**src/rtl/divisor_count_by_spf_sieve_defines.svh**
```systemverilog
// Assertion macros for the divisor count block.
`ifndef DIVISOR_COUNT_BY_SPF_SIEVE_DEFINES_SVH
`define DIVISOR_COUNT_BY_SPF_SIEVE_DEFINES_SVH
`ifndef SYNTH
`define DCS_ASSERT(label, clk, rst_n, prop, msg) \
	label: assert property (@(posedge clk) disable iff (!rst_n) prop) else $error(msg);
`define DCS_ASSERT_NEXT(label, clk, rst_n, cond, nxt, msg) \
	label: assert property (@(posedge clk) disable iff (!rst_n) (cond) |=> (nxt)) else $error(msg);
`else
`define DCS_ASSERT(label, clk, rst_n, prop, msg)
`define DCS_ASSERT_NEXT(label, clk, rst_n, cond, nxt, msg)
`endif
`endif

```
**src/rtl/dcs_pkg.sv**
```systemverilog
// Shared types and constants for the divisor count block.
`default_nettype none
package dcs_pkg;
	localparam int unsigned QW = 16;
	localparam int unsigned CW = 10;
	typedef logic [QW-1:0] query_t;
	typedef logic [CW-1:0] count_t;
	// queue entry from front to back
	typedef struct packed {
		logic   err;
		query_t value;
	} job_t;
endpackage
`default_nettype wire

```
**src/rtl/dcs_front.sv**
```systemverilog
// Front end: accepts query words, screens range, holds a one-entry queue.
`default_nettype none
module dcs_front import dcs_pkg::*; #(
	parameter int unsigned MAX_VALUE = 65535
) (
	input  wire logic   clk,
	input  wire logic   arst_n,
	input  wire logic   start,
	input  wire query_t query_value,
	output logic        busy,
	output logic        job_valid,
	output job_t        job,
	input  wire logic   job_take
);
	logic full_q;
	job_t job_q;
	logic above;

	// compare against the table top in a 24-bit width
	assign above = ({8'd0, query_value} > 24'(MAX_VALUE));
	assign busy = full_q;
	assign job_valid = full_q;
	assign job = job_q;

	// load the queue slot on accept, free it when taken
	always_ff @(posedge clk or negedge arst_n) begin
		if (!arst_n) begin
			full_q <= 1'b0;
		end else if (start && !full_q) begin
			full_q <= 1'b1;
		end else if (job_take) begin
			full_q <= 1'b0;
		end
	end

	always_ff @(posedge clk) begin
		if (start && !full_q) begin
			job_q.value <= query_value;
			job_q.err   <= (query_value == '0) || above;
		end
	end
endmodule
`default_nettype wire

```
**config.mk**
```make
export PLATFORM = sky130hd
export DESIGN_NAME = dcs_front
export DESIGN_NICKNAME = d
export VERILOG_FILES = /design/src/rtl/divisor_count_by_spf_sieve_defines.svh /design/src/rtl/dcs_pkg.sv /design/src/rtl/dcs_front.sv
export SDC_FILE = /design/constraint.sdc
export NUM_CORES = 1
export LEC_CHECK = 0
export ABC_CLOCK_PERIOD_IN_PS = 2600
export BUFFER_PORTS_ARGS = -buffer_cell sky130_fd_sc_hd__clkbuf_2
export CAP_MARGIN = 20
export CORE_UTILIZATION = 42
export DETAILED_ROUTE_END_ITERATION = 7
export PLACE_DENSITY_LB_ADDON = 0.3
export SETUP_SLACK_MARGIN = 0.3
export SLEW_MARGIN = 10
export SYNTH_ARGS = -nofsm -noshare
export SYNTH_HDL_FRONTEND = slang
export SYNTH_SLANG_ARGS = --single-unit
export TNS_END_PERCENT = 5
```
**constraint.sdc**
```tcl
create_clock -name clk -period 2.6 [get_ports clk]
set_clock_uncertainty 0.05 [all_clocks]
set_input_delay 0.52 -clock clk [delete_from_list [all_inputs] [get_ports clk]]
set_output_delay 0.52 -clock clk [all_outputs]
set_load 0.01 [all_outputs]
```
# Yosys cells after proc, flatten, opt, wreduce, memory -nomap -nowiden
# Cells that the tools add are included.
[totals] regBits=18 wordCells=9 inputBits=20 output_inout_bits=19
[op_classes] n_reduce_logical=4 mux=2
[ops] operator="$logic_not A16 Y1" n=1
[ops] operator="$mux W1" n=2
[ops] operator="$reduce_bool A2 Y1" n=1
[ops] operator="$logic_and A1 B1 Y1" n=1
[ops] operator="$logic_not A1 Y1" n=1

# Logic depth before layout (Yosys ltp)
# Gate-level depths: netlist of run 1.
[depth] word_depth=3 ltp_mapped=2 depth_no_buf=2

# Least setup slack after synthesis of run 1
# No wires, ideal clock.
[synth_path] path_type="input to register" startpoint="input port start" endpoint="register job_q (netlist bit job[0]), enable pin" n_path_buf=0 setup_time_ps=392 path_stages=1 t_arrival_ps=1327 path_slack_ps=831 cell_sequence="nor2b_1"
[synth_via] elab_chain_len=1
[synth_rtl] element="start: declaration" line="dcs_front.sv:8" rtl="input wire logic start,"
[synth_rtl] element="$logic_and A1 B1 Y1" line="dcs_front.sv:37" rtl="if (start && !full_q) begin"
[synth_rtl] element="end: declaration" line="dcs_front.sv:16" rtl="job_t job_q;"
# Every way passes these cells.
# A chain may end at the register's enable or synchronous reset.

# Final worst setup path of run 1
[layout_path] startpoint="register full_q, in the netlist busy" endpoint="output port busy"
[layout_lines] element="start: declaration" line="dcs_front.sv:15" rtl="logic full_q;"
[layout_lines] element="start signal: assignment" line="dcs_front.sv:28" rtl="full_q <= 1'b0;"
[layout_lines] element="start signal: assignment" line="dcs_front.sv:30" rtl="full_q <= 1'b1;"
[layout_lines] element="start signal: assignment" line="dcs_front.sv:32" rtl="full_q <= 1'b0;"
[layout_lines] element="end: declaration" line="dcs_front.sv:10" rtl="output logic busy,"
# No word-level cell between the ends.

==> results.env, run 1 <==
CP.REQUIRED_PS=2030
FINAL_COMMON_CELL='clkbuf_2'
HP-CLASS='in -> reg'
MOSTFREQUENTLAYOUTCELLS='38 x clkbuf_2, 17 x edfxtp_1, 4 x nor4_1'
GRT_START_MAX_NET_PINS=18
OUTCOME='finished clean'
FINALWIRELENGTH_UM=972
DRT.ANTENNA.VIOLATING_NETS=0
DRT_ITER0_MARKERS=5
YOSYS-MUX-AREA-FRACTION_PCT=0
IO_BUFFERS=38
CTS-ROOT-TO-SINK-BUFFERS=2
PORTS=39
TRACK_USAGE_PCT=14.83
FP.DIEAREA_MM2=0.001563
POWER.DENSITY_mW_PER_MM2=653.9
MAX-CAP-VIOLATIONS=0
LAYOUT-AREA-OVERHEAD-VS-SYNTH_PCT=41.44
ANTENNADIODECOUNT=0
FINAL-SETUP-VIOL-COUNT=0
SYNTH-ADDER-AREA-SHARE_PCT=0
SYNTH.LIB_CELLS_USED.DISTINCT=8
CLOCK_TREE_FROM_TRITONCTS='yes'
DRC=0
FIN_CRIT_SH_PCT=54.90
SYNTHCELLS=27
POWER.TOTAL_mW=0.5474
ROUTEDWLPERCELL_UM=11.44
DETAIL_ROUTE.FIRST_PASS.ITERATIONS=2
SYNTH_COMPOUND_AREA_SHARE_PCT=0.8457
START_UTIL_PCT=45.48
FINALHOLDVIOLATIONS=0
SETUP-TNS-FINAL_PS=0
REG2REG_DEPTH=2
YOSYS.AREA_SHARE.SIMPLE_PCT=7.400
FP.DIEW_UM=39.54
CRIT_ARRIVAL_PS=860
CRITICAL_PATH_DEPTH=1
FIN_NETS=91
CLOCK_TREE.HTREE_LEVEL_COUNT=1
TIMING.CRITICAL_PATH.MAX_DELAY_FAMILY='flip-flops'
DETAILROUTE.VIA_COUNT=400
CRITPATHSLOWESTCELL='dfrtp_1'
CRITICAL_PATH_ENDPOINT_CATEGORY='primary output'
CRITICAL_PATH.MAX_STAGE_DELAY_PS=420
INSERTION_DELAY_TO_THE_LATER_SINK_OF_THE_WORST_SKEW_PAIR_PS=280
IR_WORST_VDD_uV=326.7
FLOORPLAN.ROWS=13
TIMING.FINAL.MAX_SLEW_VIOLATIONS=0
GRT_OVERFLOW_TOTAL=0
SYNTH_TOP_FAMILY_BY_AREA='simple AND/OR/NAND/NOR gates'
GRT_FIRST_PASS_WIRELENGTH_UM=1400
VIASPERCELL=4.706
FINAL.FILL_COUNT=114
FP.DIEH_UM=39.54
CRIT_CHAIN='clkbuf_2'
PERIOD_MINUS_SLACK_PS=1427
TOTAL_STANDARD_CELL_AREA_AFTER_SYNTHESIS_UM2=591.8
CTS.REPORTEDPATHS.CLKPINSLEW_PS=90
SYNTH.FF_LATCH_COUNT=18
POST_CTS_RESIZED=0
TRITONCTS.NUM_BUFFERS=3
FP.COREAREA_MM2=0.001301
TIMING.MAX_SLEW.REL_SLACK_PCT=82.80
CRITICAL_PATH_CLASS='reg -> out'
ACHIEVABLE-FREQUENCY_GHz=0.7006
HOLD_DEPTH=2
SYNTH_SEQUENTIAL_AREA_RATIO_PCT=90.49
SYNTH_AREA_PER_CELL_UM2=21.92
DRIVE_ABOVE_1_SHARE_PCT=60.00
LEAKAGE_nW=0.3638
RSZ0062_AT_GRT='false'
CLOCK_TREE.ROOT_CELL='clkbuf_4'
START_KIND='flip-flop'
GRT_ANTENNA_BEFORE_REPAIR=0
VIAS_IN_THE_FIRST_GLOBAL_ROUTE=347
XOR_XNOR_PORTION_OF_THE_SYNTHESIZED_CELL_AREA_PCT=0
SYNTHESIS.NETS=47
CP.BUFFERS_INVERTERS=1
GLOBALPLACE.CONGESTION=0.6483
MAX_SLEW.WORST_PIN.SLEW_PS=255.7
CLOCK_SINK_COUNT=18
TIMING.CRITICAL_PATH.FANOUT_MAX=5
SYNTH-WARNING-COUNT=0
registers in the layout, indices dropped and copies added (netlist names):
name	cells
job	17
busy	1
logic make-up (layout without fill, tap and decap cells):
logic type | count (synthesis) | in the layout
simple gates | 7 | 7
compound gates | 1 | 1
buf+inv | 1 | 44
flops | 18 | 18
worst paths after layout:
check / start / end / slack, ps
setup / recovery: busy / busy / 1170
hold / removal: job_take / busy / 350
setup reg to reg: busy / job[6] / 1460
hold reg to reg: busy / busy / 490
max in group asynchronous: arst_n / busy / 1940
min in group asynchronous: arst_n / busy / 480
area by class of cell:
class / count / area (um2) / area share [%]
clock inverter: 1 / 3.754 / 0.4484
timing repair buffer: 40 / 207.7 / 24.81
sequential: 18 / 535.5 / 63.98
tap: 15 / 18.77 / 2.242
clock buffer: 3 / 22.52 / 2.691
multi-input combinational: 8 / 48.80 / 5.830
synthesized netlist by cell type, drive strengths merged:
| master | count | area [um2] |
|---|---|---|
| nor2b | 1 | 6.260 |
| a21oi | 1 | 5.000 |
| nor2 | 1 | 3.750 |
| dfrtp | 1 | 25.02 |
| edfxtp | 17 | 510.5 |
| buf | 1 | 7.510 |
| nor4 | 4 | 25.02 |
| and4 | 1 | 8.760 |
power breakdown:
group / switching [mW] / leakage, nW / internal [mW]
logic: 0.0350 / 0.178 / 0.0282
registers: 0.00688 / 0.170 / 0.341
clock network: 0.0805 / 0.0154 / 0.0558
total: 0.122 / 0.364 / 0.425
per-stage QoR:
step | util (%) | setup slack (ps) | cell area (um2) | cells | hold WS, ps
finish | 64.33 | 1173 | 837.1 | 85 | 353.9
global route | 64.33 | 1122 | 837.1 | 85 | 344.0
CTS | 64.33 | 1154 | 837.1 | 85 | 329.2
detailed placement | 61.54 | 1264 | 800.8 | 80 | 246.0
global placement | 61.54 | 1278 | 800.8 | 80 | 245.9
floorplan | - | 830.6 | 591.8 | 27 | 174.4
what timing repair did:
action,CTS,global route
hold buffers,1,0
hold endpoints to repair,1,0
setup buffers,0,0
routing by layer:
layer,share of wire [%],vias up,global-route usage [%]
li1,-,198,-
met1,36,176,13.85
met2,55,24,26.23
met3,8.6,2,5.114
met4,0.82,0,10.34
met5,0,-,0
Power figures use the tool's default switching activity.
==> inputs of run 2 (changes only) <==
ABC_CLOCK_PERIOD_IN_PS = 1200   (was 2600)
CORE_UTILIZATION = 35   (was 42)
clock period = 1.2 ns   (was 2.6 ns; I/O delays follow)
==> run 2 against run 1 <==
Against the previous run:
- total power increased by 130%
- critical path depth unchanged
- utilization shrank 7.0 points
- combinational power increased to 2.6 times the previous value
- via count rose by 2.5%
- design area grew 5.5%
- non-clock buffer count grew 1
- count of clock-buffer cells in the layout increased by 1
- clock power increased to 2.7 times the previous value
- flip-flop and latch count is the same
- first-iteration DRC count decreased by 60%
- worst hold slack worse by 290 ps
- largest power group unchanged
- highest routed layer is now met3
==> results.env, run 2 (synthesis gave the netlist of run 1 again) <==
WORST_HOLD_PATH_ENDPOINT='busy'
DRT.ANTENNA.VIOLATING_NETS=0
RR_STARTPOINT='busy'
CRITICAL_PATH.MAX_STAGE_DELAY_PS=450
TRITONCTS.NUM_BUFFERS=3
FINALHOLDVIOLATIONS=0
TIMING.CRITICAL_PATH.FANOUT_MAX=4
FINAL_COMMON_CELL='clkbuf_2'
LAYOUT.CELLS.NON_FILLER=87
VIASPERCELL=4.713
FINAL_UTIL_PCT=57.31
IO_BUFFERS=38
CTS-ROOT-TO-SINK-BUFFERS=2
INSERTION_DELAY_TO_THE_LATER_SINK_OF_THE_WORST_SKEW_PAIR_PS=280
CLOCK_SINK_COUNT=18
HOLD_DEPTH=2
MET3WIRELENGTH_UM=95
DRC=0
START_UTIL_PCT=38.39
DETAILROUTE.VIA_COUNT=410
CLOCK_TREE_FROM_TRITONCTS='yes'
FP.DIEH_UM=43.12
CRIT_ARRIVAL_PS=860
IR_WORST_VDD_uV=962.3
MAX_SLEW.WORST_PIN.SLEW_PS=285.9
FP.DIEW_UM=43.12
POWER.TOTAL_mW=1.281
CRITICAL_PATH_CLASS='reg -> out'
GRT_ANTENNA_BEFORE_REPAIR=0
DETAIL_ROUTE.FIRST_PASS.ITERATIONS=2
OUTCOME='finished clean'
GRT_START_MAX_NET_PINS=18
FIN_NETS=92
WORST_R2R_ENDPOINT='job[4]'
FINAL-SETUP-VIOL-COUNT=0
PLACED_CELLS=81
MOSTFREQUENTLAYOUTCELLS='21 x clkbuf_2, 17 x edfxtp_1, 16 x buf_2'
CTS.REPORTEDPATHS.CLKPINSLEW_PS=100
MULTI_INPUT_AREA_UM2=56.30
HP-CLASS='in -> reg'
LARGEST_REGISTER_FF_COUNT=17
REG2REG_DEPTH=2
DRIVE_ABOVE_1_SHARE_PCT=64.79
PERIOD_MINUS_SLACK_PS=1153
TIMING.MAX_SLEW.REL_SLACK_PCT=80.77
LEAKAGE_nW=0.3802
CRIT_CHAIN='clkbuf_2'
CRITICAL_PATH_ENDPOINT_CATEGORY='primary output'
MAX-CAP-VIOLATIONS=0
TOP_LAYER_USED='met3'
CLOCK_TREE.HTREE_LEVEL_COUNT=1
POSTPLACECELLAREA_UM2=823.3
FP.COREAREA_MM2=0.001541
ROUTED-WL-MET2_UM=600
START_KIND='flip-flop'
CP.BUFFERS_INVERTERS=1
FINALWIRELENGTH_UM=1110
FIN_CRIT_SH_PCT=96.10
TIMING.FINAL.MAX_SLEW_VIOLATIONS=0
POWER.DENSITY_mW_PER_MM2=1450
DRT_ITER0_MARKERS=2
POST_DETAIL_PLACE_HPWL_UM=877.8
TRACK_USAGE_PCT=12.93
LAYOUT-AREA-OVERHEAD-VS-SYNTH_PCT=49.26
FIN_AREA_UM2=883.3
ACHIEVABLE-FREQUENCY_GHz=0.8672
CLOCK_TREE.ROOT_CELL='clkbuf_4'
CRITPATHSLOWESTCELL='dfrtp_2'
ANTENNADIODECOUNT=0
ROUTEDWLPERCELL_UM=12.76
GLOBALPLACE.CONGESTION=0.6264
FP.DIEAREA_MM2=0.001859
VIAS_IN_THE_FIRST_GLOBAL_ROUTE=418
GRT_OVERFLOW_TOTAL=0
FIN_HOLD_WS_PS=64.29
FINAL.FILL_COUNT=126
CP.REQUIRED_PS=910
RSZ0062_AT_GRT='true'
TIMING.CRITICAL_PATH.MAX_DELAY_FAMILY='flip-flops'
FLOORPLAN.ROWS=14
REGAREA_UM2=536.8
REG2REG_SETUP_SLACK_PS=130
HOLDCRITSTARTPOINT='job_take'
GRT_FIRST_PASS_WIRELENGTH_UM=1731
WIRE_LENGTH_ON_MET1_UM=414
PORTS=39
[run 2: layout make-up]
cell class | count | area share (%)
Timing Repair Buffer | 41 | 26.49
Tap cell | 16 | 2.266
Sequential cell | 18 | 60.76
Multi-Input combinational cell | 8 | 6.374
Clock buffer | 4 | 4.108
[run 2: how the worst max path moves through the flow]
stage,from,endpoint,slack [ps],cells after the start
after floorplan,busy,job[0],30,1
after global placement,query_value[9],job[16],120,3
after detailed placement,busy,job[6],120,2
after CTS,busy,busy,40,1
after global routing,busy,job_valid,-0.3,1
final,busy,busy,50,1
[run 2: power breakdown]
group / switching, mW / internal (mW)
registers: 0.0146 / 0.740
logic: 0.0833 / 0.0812
clock network: 0.178 / 0.185
[run 2: per-stage QoR]
step	worst slack (ps)	setup TNS (ps)
2_1_floorplan	29.14	0
3_3_place_gp	122.6	0
3_5_place_dp	122.1	0
4_1_cts	36.03	0
5_1_grt	-0.3175	-0.4679
6_report	46.85	0
[run 2: repair_timing]
item                                   4_1_cts  5_1_grt
hold buffers                                 1        0
endpoints found under the hold margin        1        0
setup buffers                                1        0
resized for setup                            0       18
cloned                                       0        0
setup endpoints to repair                   36       36
[run 2: layer usage]
layer | vias up | global-route usage (%)
li1 | 200 | -
met1 | 186 | 14.61
met2 | 24 | 22.09
met3 | 0 | 4.255
met4 | 0 | 5.455
met5 | - | 0
==> inputs of run 3 (changes only) <==
ABC_AREA = 1   (was unset)
CORE_UTILIZATION = 37   (was 35)
==> run 3 against run 2 <==
Against the previous run:
- fmax is 3.7% lower
- critical path depth up 1
- clock power fell by 19%
- register-to-register slack worse by 40 ps
- count of clock-buffer cells in the layout did not move
- design area up 9.6%
- worst hold slack better by 23 ps
- worst setup slack got worse by 44 ps
- sequential power about the same
- combinational power is 23% higher
- via count grew 14%
- highest routed layer is now met4
==> results.env, run 3 <==
TIMING.MAX_SLEW.REL_SLACK_PCT=91.73
FP.DIEW_UM=44.34
GRT_FIRST_PASS_WIRELENGTH_UM=1621
CLOCK_TREE.HTREE_LEVEL_COUNT=1
GRT_ANTENNA_BEFORE_REPAIR=0
IR_WORST_VDD_uV=559.5
CRITICAL_PATH_ENDPOINT_CATEGORY='primary output'
FIN_NETS=115
PERIOD_MINUS_SLACK_PS=1197
LAYOUT-AREA-OVERHEAD-VS-SYNTH_PCT=46.04
TIMING.CRITICAL_PATH.FANOUT_MAX=2
USE_MET3_PCT=5.306
GLOBALPLACE.CONGESTION=0.6564
DRC=0
XOR_XNOR_PORTION_OF_THE_SYNTHESIZED_CELL_AREA_PCT=0
CP.REQUIRED_PS=910
ANTENNADIODECOUNT=0
CRIT_ARRIVAL_PS=910
PORTS=39
MOST_FREQUENTLY_USED_CELL_TYPE_IN_THE_POST_SYNTHESIS_NETLIST='edfxtp_1'
SYNTH.AREA.TOP_CELLS='edfxtp_1 77%, inv_1 7.9%, nand2_1 5.1%, dfrtp_1 3.8%, nor2_1 3.4%'
LEAKAGE_nW=0.4643
LARGEST_REGISTER_FF_COUNT=17
CLOCK_TREE_FROM_TRITONCTS='yes'
FINALHOLDVIOLATIONS=0
NUMBER_OF_SYNTHESIZED_FLOPS_WITH_AN_ENABLE_PIN=17
FINAL.FILL_COUNT=133
STARTPOINT='busy'
GLOBALROUTE.BUSIESTLAYER='met2'
GRT_START_MAX_NET_PINS=18
FP.COREAREA_MM2=0.001594
TRACK_USAGE_PCT=12.05
DETAILROUTE.VIA_COUNT=467
SYNTH.FF_LATCH_COUNT=18
TRITONCTS.NUM_BUFFERS=3
SYNTH_TOP_FAMILY_BY_AREA='simple AND/OR/NAND/NOR gates'
HOLDCRITSTARTPOINT='job_take'
YOSYS.AREA.TOP_TYPE='edfxtp_1'
SWSHARE_PCT=22.04
RSZ0062_AT_GRT='true'
FP.DIEH_UM=44.34
MAX_SLEW.WORST_PIN.SLEW_PS=122.8
FINALWIRELENGTH_UM=1015
GR-USAGE-MET1_PCT=12.47
SYNTH_TOP_AREA_SHARE_PCT=76.98
MOSTFREQUENTLAYOUTCELLS='19 x clkbuf_2, 17 x edfxtp_1, 16 x buf_2'
FIN_CRIT_SH_PCT=99.75
SYNTH-ADDER-AREA-SHARE_PCT=0
START_UTIL_PCT=41.60
CLOCK_SINK_COUNT=18
IO_BUFFERS=38
INTERNAL-POWER_mW=0.9741
PLACED_CELLS=112
GRT_OVERFLOW_TOTAL=0
ACHIEVABLE-FREQUENCY_GHz=0.8354
COMMONEST_REGISTER_CELL_AFTER_SYNTHESIS='edfxtp_1'
TOTAL_STANDARD_CELL_AREA_AFTER_SYNTHESIS_UM2=663.1
YOSYS.AREA_SHARE.SIMPLE_PCT=9.434
FINAL-SETUP-VIOL-COUNT=0
CRITICAL_PATH_CLASS='reg -> out'
SYNTHESIS.NETS=70
YOSYS-MUX-AREA-FRACTION_PCT=0
ROUTEDWLPERCELL_UM=8.602
VIASPERCELL=3.958
CTS-ROOT-TO-SINK-BUFFERS=2
SEQ_POWER_SHARE_PCT=60.4
ASYNC_RESET_FF_SHARE_PCT=5.556
SYNTH_SEQUENTIAL_AREA_RATIO_PCT=80.75
POWER.COMBINATIONAL.FRACTION_PCT=16.1
CTS.REPORTEDPATHS.CLKPINSLEW_PS=90
POWER.TOTAL_mW=1.250
GLOBAL_ROUTE.USAGE.MET2_PCT=20.00
LAYOUT.CELLS.NON_FILLER=118
POWER.DENSITY_mW_PER_MM2=1290
FLOORPLAN.ROWS=14
CLOCK_TREE.ROOT_CELL='clkbuf_4'
VIAS_IN_THE_FIRST_GLOBAL_ROUTE=437
DRT_ITER0_MARKERS=13
OUTCOME='finished clean'
DRT.ANTENNA.VIOLATING_NETS=0
POST_DETAIL_PLACE_HPWL_UM=751.5
RR_STARTPOINT='busy'
FP.DIEAREA_MM2=0.001966
POWER_FRAC_CLOCK_PCT=23.5
FINAL_UTIL_PCT=60.75
START_KIND='flip-flop'
FINAL_COMMON_CELL='clkbuf_2'
SYNTHCELLS=50
DRIVE_ABOVE_1_SHARE_PCT=47.87
POST_SYNTH_MOST_FREQUENT_CELLS='17 x edfxtp_1, 14 x inv_1, 9 x nand2_1'
SYNTH.LIB_CELLS_USED.DISTINCT=8
INSERTION_DELAY_TO_THE_LATER_SINK_OF_THE_WORST_SKEW_PAIR_PS=280
SYNTH_AREA_PER_CELL_UM2=13.26
NETSWITCHINGPOWER_mW=0.2755
MAX-CAP-VIOLATIONS=0
SYNTH-WARNING-COUNT=0
TIMING.FINAL.MAX_SLEW_VIOLATIONS=0
DETAIL_ROUTE.FIRST_PASS.ITERATIONS=3
HP-CLASS='in -> reg'
SYNTH_COMPOUND_AREA_SHARE_PCT=0.7547
==> run 3: changes by cell type in the layout (fill, tap and decap cells not counted), sizes merged, moves of 2 or more <==
cell    previous run  this run
nand2              0         9
nor2               1         6
clkbuf            25        23
buf               19        21
nor4               4         0
inv                0        13
==> run 3: final cells by class <==
cell class	instances	area, um2	area share, %
sequential	18	535.5	55.30
timing repair buffer	41	250.2	25.84
multi-input combinational	17	70.07	7.235
inverter	14	56.30	5.814
tap	24	30.03	3.101
clock buffer	4	26.28	2.713
==> run 3: logic make-up (layout without fill, tap and decap cells) <==
logic type,count (synthesis),after routing
compound gates,1,1
flops,18,18
simple gates,16,16
buf+inv,15,59
==> run 3: routing by layer <==
layer  part of all wire (%)  routed length (um)
met1                     40                 407
met3                    9.1                  92
met2                     50                 508
met5                      0                   0
met4                   0.69                   7
==> run 3: path summary, 6_finish.rpt <==
check                           to  slack, ps  depth (start not counted)
hold reg to reg               busy        540                          2
setup / recovery              busy          3                          2
min in group asynchronous     busy        220                          2
hold / removal                busy         90                          2
setup reg to reg           job[11]         90                          4
max in group asynchronous     busy        800                          2
==> run 3: worst max-delay path, stage by stage (launching register included) <==
cell and delay (ps):
dfrtp_1 400, buf_6 120, buf_6 110
==> run 3: metrics by stage <==
step / area (um2) / setup TNS, ps / hold WS, ps / worst slack [ps]
final: 968.4 / 0 / 87.41 / 2.986
after global routing: 968.4 / -121.9 / 67.64 / -62.21
after CTS: 949.7 / -25.53 / 75.44 / -12.77
after detailed placement: 889.6 / 0 / -33.99 / 19.70
after global placement: 889.6 / 0 / -34.44 / 47.37
after floorplan: 669.4 / 0 / -105.6 / 44.02
==> run 3: power groups by stage <==
stage / sequential [mW] / combinational [mW] / clock (mW)
floorplan: 0.796 / 0.0506 / 0
global placement: 0.769 / 0.161 / 0
detailed placement: 0.769 / 0.165 / 0
CTS: 0.756 / 0.186 / 0.312
global route: 0.760 / 0.221 / 0.344
finish: 0.754 / 0.201 / 0.294
==> run 3: repair_timing <==
action / in CTS / in global routing
hold buffers: 1 / 0
gates resized for setup: 1 / 22
buffers inserted: 1 / 0
setup endpoints to repair: 36 / 36
endpoints found under the hold margin: 1 / 0
